File: src/hdl/mabp_pkg.sv
// Package for the max-abs block pooling block.
// Holds the per-sample tag type, register codes and reset values; no dependencies.
package mabp_pkg;

	localparam int ROW_W = 16;
	localparam int COL_W = 12;
	localparam int OCOL_W = 7;
	localparam int CFG_ADDR_W = 3;
	localparam int CFG_DATA_W = 16;

	localparam logic [12:0] COLS_LIMIT = 13'd4096;

	typedef enum logic [CFG_ADDR_W-1:0] {
		REG_ROWS_IN    = 3'd0,
		REG_COLS_IN    = 3'd1,
		REG_BLOCK_SIZE = 3'd2,
		REG_OUT_ROWS   = 3'd3,
		REG_OUT_COLS   = 3'd4
	} cfg_reg_t;

	localparam logic [15:0] RST_ROWS_IN    = 16'd1024;
	localparam logic [12:0] RST_COLS_IN    = 13'd1024;
	localparam logic [5:0]  RST_BLOCK_SIZE = 6'd8;
	localparam logic [15:0] RST_OUT_ROWS   = 16'd128;
	localparam logic [7:0]  RST_OUT_COLS   = 8'd128;

	typedef struct packed {
		logic             in_range;
		logic             first_blk;
		logic             first_frame;
		logic             emit;
		logic             frame_last;
		logic [ROW_W-1:0] orow;
		logic [COL_W-1:0] oc;
	} tag_t;

endpackage

File: src/hdl/mabp_scan.sv
// Raster position tracking for the max-abs block pooling block.
// Keeps row, column and block counters and tags each sample; uses mabp_pkg.
module mabp_scan import mabp_pkg::*; #(
	parameter int MAX_BLOCK    = 32,
	parameter int MAX_OUT_COLS = 128
) (
	input  logic             clk,
	input  logic             arst_n,
	input  logic             accept,
	input  logic [15:0]      rows_in,
	input  logic [12:0]      cols_in,
	input  logic [5:0]       block_size,
	input  logic [15:0]      out_rows,
	input  logic [7:0]       out_cols,
	output tag_t             tag
);

	localparam int BLK_W = (MAX_BLOCK > 1) ? $clog2(MAX_BLOCK) : 1;

	logic [ROW_W-1:0] row_q;
	logic [COL_W-1:0] col_q;
	logic [BLK_W-1:0] rib_q;
	logic [BLK_W-1:0] cib_q;
	logic [ROW_W-1:0] orow_q;
	logic [COL_W-1:0] oc_q;

	logic [6:0]       bs7;
	logic [BLK_W-1:0] bs_m1;
	logic [ROW_W-1:0] nr_m1;
	logic [COL_W-1:0] nc_m1;
	logic [COL_W-1:0] oc_lim;
	logic             last_row;
	logic             last_col;
	logic             blk_col_end;
	logic             blk_row_end;

	always_comb begin
		if (block_size == 6'd0) begin
			bs7 = 7'd0;
		end else if ({1'b0, block_size} > 7'(MAX_BLOCK)) begin
			bs7 = 7'(MAX_BLOCK - 1);
		end else begin
			bs7 = {1'b0, block_size} - 7'd1;
		end
		bs_m1 = bs7[BLK_W-1:0];

		nr_m1 = (rows_in == 16'd0) ? 16'd0 : rows_in - 16'd1;

		if (cols_in == 13'd0) begin
			nc_m1 = '0;
		end else if (cols_in > COLS_LIMIT) begin
			nc_m1 = '1;
		end else begin
			nc_m1 = COL_W'(cols_in - 13'd1);
		end

		if ({4'd0, out_cols} > COL_W'(MAX_OUT_COLS)) begin
			oc_lim = COL_W'(MAX_OUT_COLS);
		end else begin
			oc_lim = {4'd0, out_cols};
		end
	end

	assign last_row    = row_q >= nr_m1;
	assign last_col    = col_q >= nc_m1;
	assign blk_col_end = cib_q >= bs_m1;
	assign blk_row_end = rib_q >= bs_m1;

	always_comb begin
		tag.in_range    = (oc_q < oc_lim) && (orow_q < out_rows);
		tag.first_blk   = (rib_q == '0) && (cib_q == '0);
		tag.first_frame = (row_q == '0) && (col_q == '0);
		tag.emit        = tag.in_range && (blk_col_end || last_col) && (blk_row_end || last_row);
		tag.frame_last  = (last_row || orow_q == out_rows - 16'd1)
			&& (last_col || oc_q == oc_lim - COL_W'(1));
		tag.orow        = orow_q;
		tag.oc          = oc_q;
	end

	always_ff @(posedge clk or negedge arst_n) begin
		if (!arst_n) begin
			row_q  <= '0;
			col_q  <= '0;
			rib_q  <= '0;
			cib_q  <= '0;
			orow_q <= '0;
			oc_q   <= '0;
		end else if (accept) begin
			if (last_col) begin
				col_q <= '0;
				cib_q <= '0;
				oc_q  <= '0;
				if (last_row) begin
					row_q  <= '0;
					rib_q  <= '0;
					orow_q <= '0;
				end else begin
					row_q <= row_q + ROW_W'(1);
					if (blk_row_end) begin
						rib_q  <= '0;
						orow_q <= orow_q + ROW_W'(1);
					end else begin
						rib_q <= rib_q + BLK_W'(1);
					end
				end
			end else begin
				col_q <= col_q + COL_W'(1);
				if (blk_col_end) begin
					cib_q <= '0;
					oc_q  <= oc_q + COL_W'(1);
				end else begin
					cib_q <= cib_q + BLK_W'(1);
				end
			end
		end
	end

endmodule

File: src/hdl/mabp_pool.sv
// Compare stage, column store and result register of the max-abs pooling block.
// Takes tagged samples from mabp_scan; uses mabp_pkg.
module mabp_pool import mabp_pkg::*; #(
	parameter int SAMPLE_WIDTH = 24,
	parameter int MAX_OUT_COLS = 128
) (
	input  logic                           clk,
	input  logic                           arst_n,
	input  logic                           accept,
	input  logic signed [SAMPLE_WIDTH-1:0] sample,
	input  tag_t                           tag,
	output logic                           ready,
	output logic                           res_valid,
	input  logic                           res_ready,
	output logic signed [SAMPLE_WIDTH-1:0] block_value,
	output logic [ROW_W-1:0]               out_row,
	output logic [OCOL_W-1:0]              out_col,
	output logic signed [SAMPLE_WIDTH-1:0] running_min,
	output logic signed [SAMPLE_WIDTH-1:0] running_max,
	output logic                           frame_last
);

	localparam int ADDR_W = (MAX_OUT_COLS > 1) ? $clog2(MAX_OUT_COLS) : 1;
	localparam int SW = SAMPLE_WIDTH;

	logic signed [SW-1:0] store_mem [MAX_OUT_COLS];

	logic                 valid_s1_q;
	logic signed [SW-1:0] sample_s1;
	tag_t                 tag_s1;
	logic signed [SW-1:0] rd_s1;

	logic                 byp_valid_q;
	logic [ADDR_W-1:0]    byp_addr_q;
	logic signed [SW-1:0] byp_val_q;

	logic signed [SW-1:0] min_q;
	logic signed [SW-1:0] max_q;
	logic                 res_valid_q;

	logic [ADDR_W-1:0]    addr_in;
	logic [ADDR_W-1:0]    addr_s1;
	logic                 advance;
	logic signed [SW-1:0] prev;
	logic [SW-1:0]        mag_new;
	logic [SW-1:0]        mag_prev;
	logic signed [SW-1:0] best;
	logic signed [SW-1:0] min_base;
	logic signed [SW-1:0] max_base;
	logic signed [SW-1:0] min_new;
	logic signed [SW-1:0] max_new;

	assign addr_in = tag.oc[ADDR_W-1:0];
	assign addr_s1 = tag_s1.oc[ADDR_W-1:0];

	assign advance = valid_s1_q && (!tag_s1.emit || !res_valid_q || res_ready);
	assign ready   = !valid_s1_q || advance;

	always_comb begin
		if (tag_s1.first_blk) begin
			prev = '0;
		end else if (byp_valid_q && byp_addr_q == addr_s1) begin
			prev = byp_val_q;
		end else begin
			prev = rd_s1;
		end
		mag_new  = sample_s1[SW-1] ? -sample_s1 : sample_s1;
		mag_prev = prev[SW-1] ? -prev : prev;
		best     = (mag_new > mag_prev) ? sample_s1 : prev;

		min_base = tag_s1.first_frame ? sample_s1 : min_q;
		max_base = tag_s1.first_frame ? sample_s1 : max_q;
		min_new  = (tag_s1.emit && best < min_base) ? best : min_base;
		max_new  = (tag_s1.emit && best > max_base) ? best : max_base;
	end

	always_ff @(posedge clk) begin
		if (accept) begin
			rd_s1 <= store_mem[addr_in];
		end
	end

	always_ff @(posedge clk) begin
		if (advance && tag_s1.in_range) begin
			store_mem[addr_s1] <= best;
		end
	end

	always_ff @(posedge clk) begin
		if (accept) begin
			sample_s1 <= sample;
			tag_s1    <= tag;
		end
		if (advance && tag_s1.in_range) begin
			byp_addr_q <= addr_s1;
			byp_val_q  <= best;
		end
		if (advance && tag_s1.emit) begin
			block_value <= best;
			out_row     <= tag_s1.orow;
			out_col     <= tag_s1.oc[OCOL_W-1:0];
			running_min <= min_new;
			running_max <= max_new;
			frame_last  <= tag_s1.frame_last;
		end
	end

	always_ff @(posedge clk or negedge arst_n) begin
		if (!arst_n) begin
			valid_s1_q  <= 1'b0;
			byp_valid_q <= 1'b0;
			res_valid_q <= 1'b0;
			min_q       <= '0;
			max_q       <= '0;
		end else begin
			if (accept) begin
				valid_s1_q <= 1'b1;
			end else if (advance) begin
				valid_s1_q <= 1'b0;
			end
			if (advance && tag_s1.in_range) begin
				byp_valid_q <= 1'b1;
			end
			if (advance) begin
				min_q <= min_new;
				max_q <= max_new;
			end
			if (advance && tag_s1.emit) begin
				res_valid_q <= 1'b1;
			end else if (res_ready) begin
				res_valid_q <= 1'b0;
			end
		end
	end

	assign res_valid = res_valid_q;

endmodule

File: src/hdl/max_abs_block_pooling.sv
// Max-abs block pooling: takes one signed sample per clock in raster order and keeps,
// per square block, the sample of largest magnitude (earliest wins on ties). The
// sustained rate is one sample per clock cycle while no waiting result holds the
// input off. The column store is read when a sample is accepted; the compare, the
// write-back with a bypass of the last write and the load of the result register
// follow as that sample leaves the compare stage. A waiting result with m_tready low
// holds the input off. Write the configuration only while no transaction is in flight.
module max_abs_block_pooling import mabp_pkg::*; #(
	parameter int SAMPLE_WIDTH = 24,
	parameter int MAX_OUT_COLS = 128,
	parameter int MAX_BLOCK    = 32
) (
	input  logic                  clk,
	input  logic                  arst_n,
	input  logic                  s_tvalid,
	output logic                  s_tready,
	// sample
	input  logic [((SAMPLE_WIDTH+7)/8)*8-1:0]        s_tdata,
	output logic                  m_tvalid,
	input  logic                  m_tready,
	// block_value, out_row, out_col, running_min, running_max
	output logic [((3*SAMPLE_WIDTH+23+7)/8)*8-1:0]   m_tdata,
	output logic                  m_tlast,
	input  logic                  cfg_we,
	input  logic [CFG_ADDR_W-1:0] cfg_addr,
	input  logic [CFG_DATA_W-1:0] cfg_data
);

	localparam int OUT_W = ((3 * SAMPLE_WIDTH + 23 + 7) / 8) * 8;

	logic [15:0] rows_in_q;
	logic [12:0] cols_in_q;
	logic [5:0]  block_size_q;
	logic [15:0] out_rows_q;
	logic [7:0]  out_cols_q;

	logic                           accept;
	tag_t                           tag;
	logic signed [SAMPLE_WIDTH-1:0] block_value;
	logic [ROW_W-1:0]               out_row;
	logic [OCOL_W-1:0]              out_col;
	logic signed [SAMPLE_WIDTH-1:0] running_min;
	logic signed [SAMPLE_WIDTH-1:0] running_max;

	always_ff @(posedge clk or negedge arst_n) begin
		if (!arst_n) begin
			rows_in_q    <= RST_ROWS_IN;
			cols_in_q    <= RST_COLS_IN;
			block_size_q <= RST_BLOCK_SIZE;
			out_rows_q   <= RST_OUT_ROWS;
			out_cols_q   <= RST_OUT_COLS;
		end else if (cfg_we) begin
			unique case (cfg_addr)
				REG_ROWS_IN:    rows_in_q    <= cfg_data;
				REG_COLS_IN:    cols_in_q    <= cfg_data[12:0];
				REG_BLOCK_SIZE: block_size_q <= cfg_data[5:0];
				REG_OUT_ROWS:   out_rows_q   <= cfg_data;
				REG_OUT_COLS:   out_cols_q   <= cfg_data[7:0];
				default: ;
			endcase
		end
	end

	assign accept = s_tvalid && s_tready;

	mabp_scan #(
		.MAX_BLOCK    (MAX_BLOCK),
		.MAX_OUT_COLS (MAX_OUT_COLS)
	) u_scan (
		.clk        (clk),
		.arst_n     (arst_n),
		.accept     (accept),
		.rows_in    (rows_in_q),
		.cols_in    (cols_in_q),
		.block_size (block_size_q),
		.out_rows   (out_rows_q),
		.out_cols   (out_cols_q),
		.tag        (tag)
	);

	mabp_pool #(
		.SAMPLE_WIDTH (SAMPLE_WIDTH),
		.MAX_OUT_COLS (MAX_OUT_COLS)
	) u_pool (
		.clk         (clk),
		.arst_n      (arst_n),
		.accept      (accept),
		.sample      (s_tdata[SAMPLE_WIDTH-1:0]),
		.tag         (tag),
		.ready       (s_tready),
		.res_valid   (m_tvalid),
		.res_ready   (m_tready),
		.block_value (block_value),
		.out_row     (out_row),
		.out_col     (out_col),
		.running_min (running_min),
		.running_max (running_max),
		.frame_last  (m_tlast)
	);

	assign m_tdata = OUT_W'({running_max, running_min, out_col, out_row, block_value});

endmodule
File: config.mk
export PLATFORM = sky130hd
export DESIGN_NAME = max_abs_block_pooling
export DESIGN_NICKNAME = d
export VERILOG_FILES = /design/src/hdl/mabp_pkg.sv /design/src/hdl/mabp_scan.sv /design/src/hdl/mabp_pool.sv /design/src/hdl/max_abs_block_pooling.sv
export SDC_FILE = /design/constraint.sdc
export NUM_CORES = 2
export LEC_CHECK = 0
export ABC_CLOCK_PERIOD_IN_PS = 12700
export BUFFER_PORTS_ARGS = -buffer_cell sky130_fd_sc_hd__buf_2
export CELL_PAD_IN_SITES_DETAIL_PLACEMENT = 1
export CELL_PAD_IN_SITES_GLOBAL_PLACEMENT = 2
export CORE_MARGIN = 2
export CORE_UTILIZATION = 40
export CTS_BUF_LIST = sky130_fd_sc_hd__clkbuf_8
export CTS_CLUSTER_DIAMETER = 120
export DETAILED_ROUTE_END_ITERATION = 10
export PLACE_DENSITY = 0.71
export SLEW_MARGIN = 10
export SYNTH_ARGS = -nofsm -noshare
export SYNTH_HDL_FRONTEND = slang
export SYNTH_HIERARCHICAL = 1
export SYNTH_SLANG_ARGS = --single-unit
File: constraint.sdc
create_clock -name clk -period 12.7 [get_ports clk]
set_input_delay 2.54 -clock clk [delete_from_list [all_inputs] [get_ports clk]]
set_output_delay 2.54 -clock clk [all_outputs]
set_load 0.02 [all_outputs]
==> impl_metrics.py <==
metrics = {
    "worst_setup_path": {
        "cp_max_fo": 67,
        "slowest_delay_ns": 0.78,
        "arrival_ns": 10.95,
        "critPathLaunchType": "flip-flop",
        "crit_start": "u_pool/addr_s1[6]",
        "cp-end-kind": "flip-flop",
        "path_class": "flip-flop to flip-flop",
        "worst_ep_required_time_ns": 13.61,
        "timing.rr.start": "u_pool/addr_s1[6]",
        "crit_top_cell": "buf_4",
        "slowest_stage": "buf_4",
    },
    "clocking": {
        "cts_buffers": 557,
        "cts_resized": 0,
        "postCtsHoldBufs": 0,
        "clk_path_buf_depth": 4,
        "clk_pin_slew_worst_paths_ns": 0.06,
        "worstSkewPairLatency_ns": 1.05,
        "htreeDepth": 6,
        "cts.sinks": 3451,
        "cts_tree": "done",
        "ctsRootBufferMaster": "clkbuf_8",
        "postCtsSetupBuffers": 0,
    },
    "detailed_routing": {
        "drc": 0,
        "avgRoutedWirePerCell_um": 31.9,
        "routed_wl_mm": 382,
        "first_iter_violations": 7575,
        "vias_per_cell": 5.84,
        "firstDrtPassIters": 5,
        "vias": 69800,
        "final_antenna_net_count": 0,
    },
    "sta": {
        "slew_viol_final": 0,
        "hold_viol": 0,
        "finalCriticalPeriod_ns": 10.04,
        "relSlewSlack_pct": 14.0,
        "fmax_ghz": 0.0996,
        "fin_crit_sh_pct": 79.1,
        "setup_ws_ns": 2.66,
        "skew_ns": 0.0674,
        "setup_tns_ns": 0,
        "finalSetupViolations": 0,
        "grt_setup_unrepaired": "false",
        "worst_pin_slew_ns": 1.29,
    },
    "synth": {
        "ys_seq_area_share_pct": 74.3,
        "avgSynthCellArea_sq_um": 21.6,
        "ys_ff_latch": 3451,
        "synth-edff-count": 3275,
        "syn_nets": 6606,
        "yosys_warnings": 6,
        "syn_area_sq_um": 138000,
        "synthDistinctLibCells": 78,
        "async_reset_ff_share_pct": 5.10,
        "synthCells": 6406,
        "synthFlopType": "edfxtp_1",
    },
    "place": {
        "dp.cells": 11000,
        "dp_slack_ns": 2.79,
        "gp_congestion": 0.819,
        "dp_hpwl_mm": 213,
        "io_buffer_count": 145,
    },
    "global_route": {
        "grt_max_degree": 127,
        "grt_util_all_layers_pct": 21.7,
        "grt_pass1_vias": 73000,
        "overflow": 0,
        "grt_pass1_wl_mm": 544,
        "antenna_found_initial": 42,
    },
    "min_path": {
        "min-delay-start": "u_pool/tag_s1[20]",
        "hp-class": "flip-flop to flip-flop",
    },
    "layout": {
        "syn2layout_area_growth_pct": 12.8,
        "fillers": 31500,
        "final_layout_size_suffix_gt1_share_pct": 32.0,
        "layoutNonFillerInstCount": 12000,
        "nNetsFinal": 7183,
    },
    "run": {
        "maxCapViolCount": 0,
    },
    "power": {
        "p_total_mw": 34.7,
        "p_per_area_nw_per_um2": 222,
        "p_leak_nw": 49.8,
        "ir_drop_uv": 163,
    },
    "status": {
        "outcome": "completed",
    },
    "floorplanning": {
        "core_region_area_sq_um": 344000,
        "start_util_pct": 40.3,
        "ios": 147,
        "rows": 215,
        "die_area_sq_um": 351000,
        "die_y_um": 592,
        "dieWidth_um": 592,
    },
}
[layout make-up]
| cell class | instances | area, sq um | area share [%] |
|---|---|---|---|
| well taps | 4557 | 5700 | 3.65 |
| clock buffers | 580 | 7980 | 5.11 |
| flip-flops and latches | 3451 | 103000 | 65.8 |
| inverters | 80 | 360 | 0.231 |
| diodes | 14 | 35.0 | 0.0224 |
| multi-input cells | 2558 | 34800 | 22.3 |
| repair buffers | 335 | 2310 | 1.48 |
| clock inverters | 382 | 2080 | 1.33 |
[logic make-up after synthesis]
| logic type | count (synthesis) | share of synthesized area (%) |
|---|---|---|
| flip-flops | 3451 | 74.3 |
| multiplexers | 1268 | 18.4 |
| AND/OR/NAND/NOR | 686 | 2.41 |
| buffers and inverters | 397 | 1.16 |
| AO/OA/AOI/OAI | 347 | 1.75 |
| adder cells (fa/ha/maj) | 152 | 1.37 |
| XOR/XNOR | 104 | 0.658 |
| other | 1 | 0.00271 |
[state kept, by name (all words and copies together), names as in the netlist, 21 cells and up]
| register | count |
|---|---|
| u_pool/store_mem | 3072 |
| u_pool/block_value | 24 |
| u_pool/byp_val_q | 24 |
| u_pool/max_q | 24 |
| u_pool/min_q | 24 |
| u_pool/rd_s1 | 24 |
| u_pool/running_max | 24 |
| u_pool/running_min | 24 |
| u_pool/sample_s1 | 24 |
| u_pool/tag_s1 | 21 |
[cells in the final DEF, fill, tap and decap left out, drive strengths merged, types with 23 or more instances in the layout]
cell,instances
nor4,27
a22o,23
ha,152
o21ai,59
nand4,44
mux2,111
clkbuf,581
clkinv,165
mux2i,149
a21o,40
inv,257
xor2,32
nand3,75
dfrtp,171
nor2,253
clkinvlp,26
a21oi,87
buf,334
nor3,39
nand2,131
o221a,25
nor2b,27
edfxtp,3275
mux4,1008
xnor2,72
[final timing paths]
path                                     endpoint  slack, ns  cells after the start
worst max-delay path             u_pool/min_q[18]       2.66                     33
worst min-delay path            u_pool/out_row[8]       0.41                      0
worst max register to register   u_pool/min_q[18]       2.66                     33
worst min register to register  u_pool/out_row[8]       0.41                      0
max in group asynchronous          u_scan/oc_q[2]       9.16                      2
min in group asynchronous        u_pool/max_q[12]       1.63                      1
[power breakdown]
| part | switching (mW) | internal (mW) |
|---|---|---|
| sequential | 0.361 | 15.2 |
| clock | 4.37 | 4.52 |
| combinational | 6.59 | 3.67 |
| total | 11.3 | 23.4 |
[cells in the mapped netlist, types with 75 or more instances]
library cell / number / area (sq um)
edfxtp_1: 3275 / 98300
mux2_2: 111 / 1250
dfrtp_1: 171 / 4280
nor2_1: 253 / 950
mux2i_1: 149 / 1490
mux4_2: 1008 / 22700
inv_1: 79 / 297
nand2_1: 131 / 492
clkbuf_1: 216 / 811
nand3_1: 75 / 375
ha_1: 152 / 1900
a21oi_1: 86 / 430
[metal layers]
layer	routed length (um)	up-vias	part of all wire [%]	track usage (%)
met2	185000	3000	48	35.2
met5	0	-	0	0
met4	9180	0	2.4	5.70
met1	159000	38200	42	30.6
li1	-	28200	-	-
met3	29000	504	7.6	3.72
[worst max-delay path, delay by kind of cell (launching register included)]
kind                       cells  cell delay, ns
xor gates and xnor gates       2            0.39
adders and majority gates      3            0.75
muxes                          4            1.10
AOI/OAI and AO/OA              8            1.83
and+or+nand+nor               10            2.26
buffers and inverters          6            2.81
DFF                            1            0.53
[per-stage QoR]
stage          utilization [%]  hold WS (ns)  area [sq um]
2_1_floorplan                -         0.400        138000
3_3_place_gp              42.5         0.401        146000
3_5_place_dp              42.5         0.406        146000
4_1_cts                   45.4         0.418        156000
5_1_grt                   45.4         0.428        156000
6_report                  45.4         0.415        156000
(Power assumes the default switching activity.)
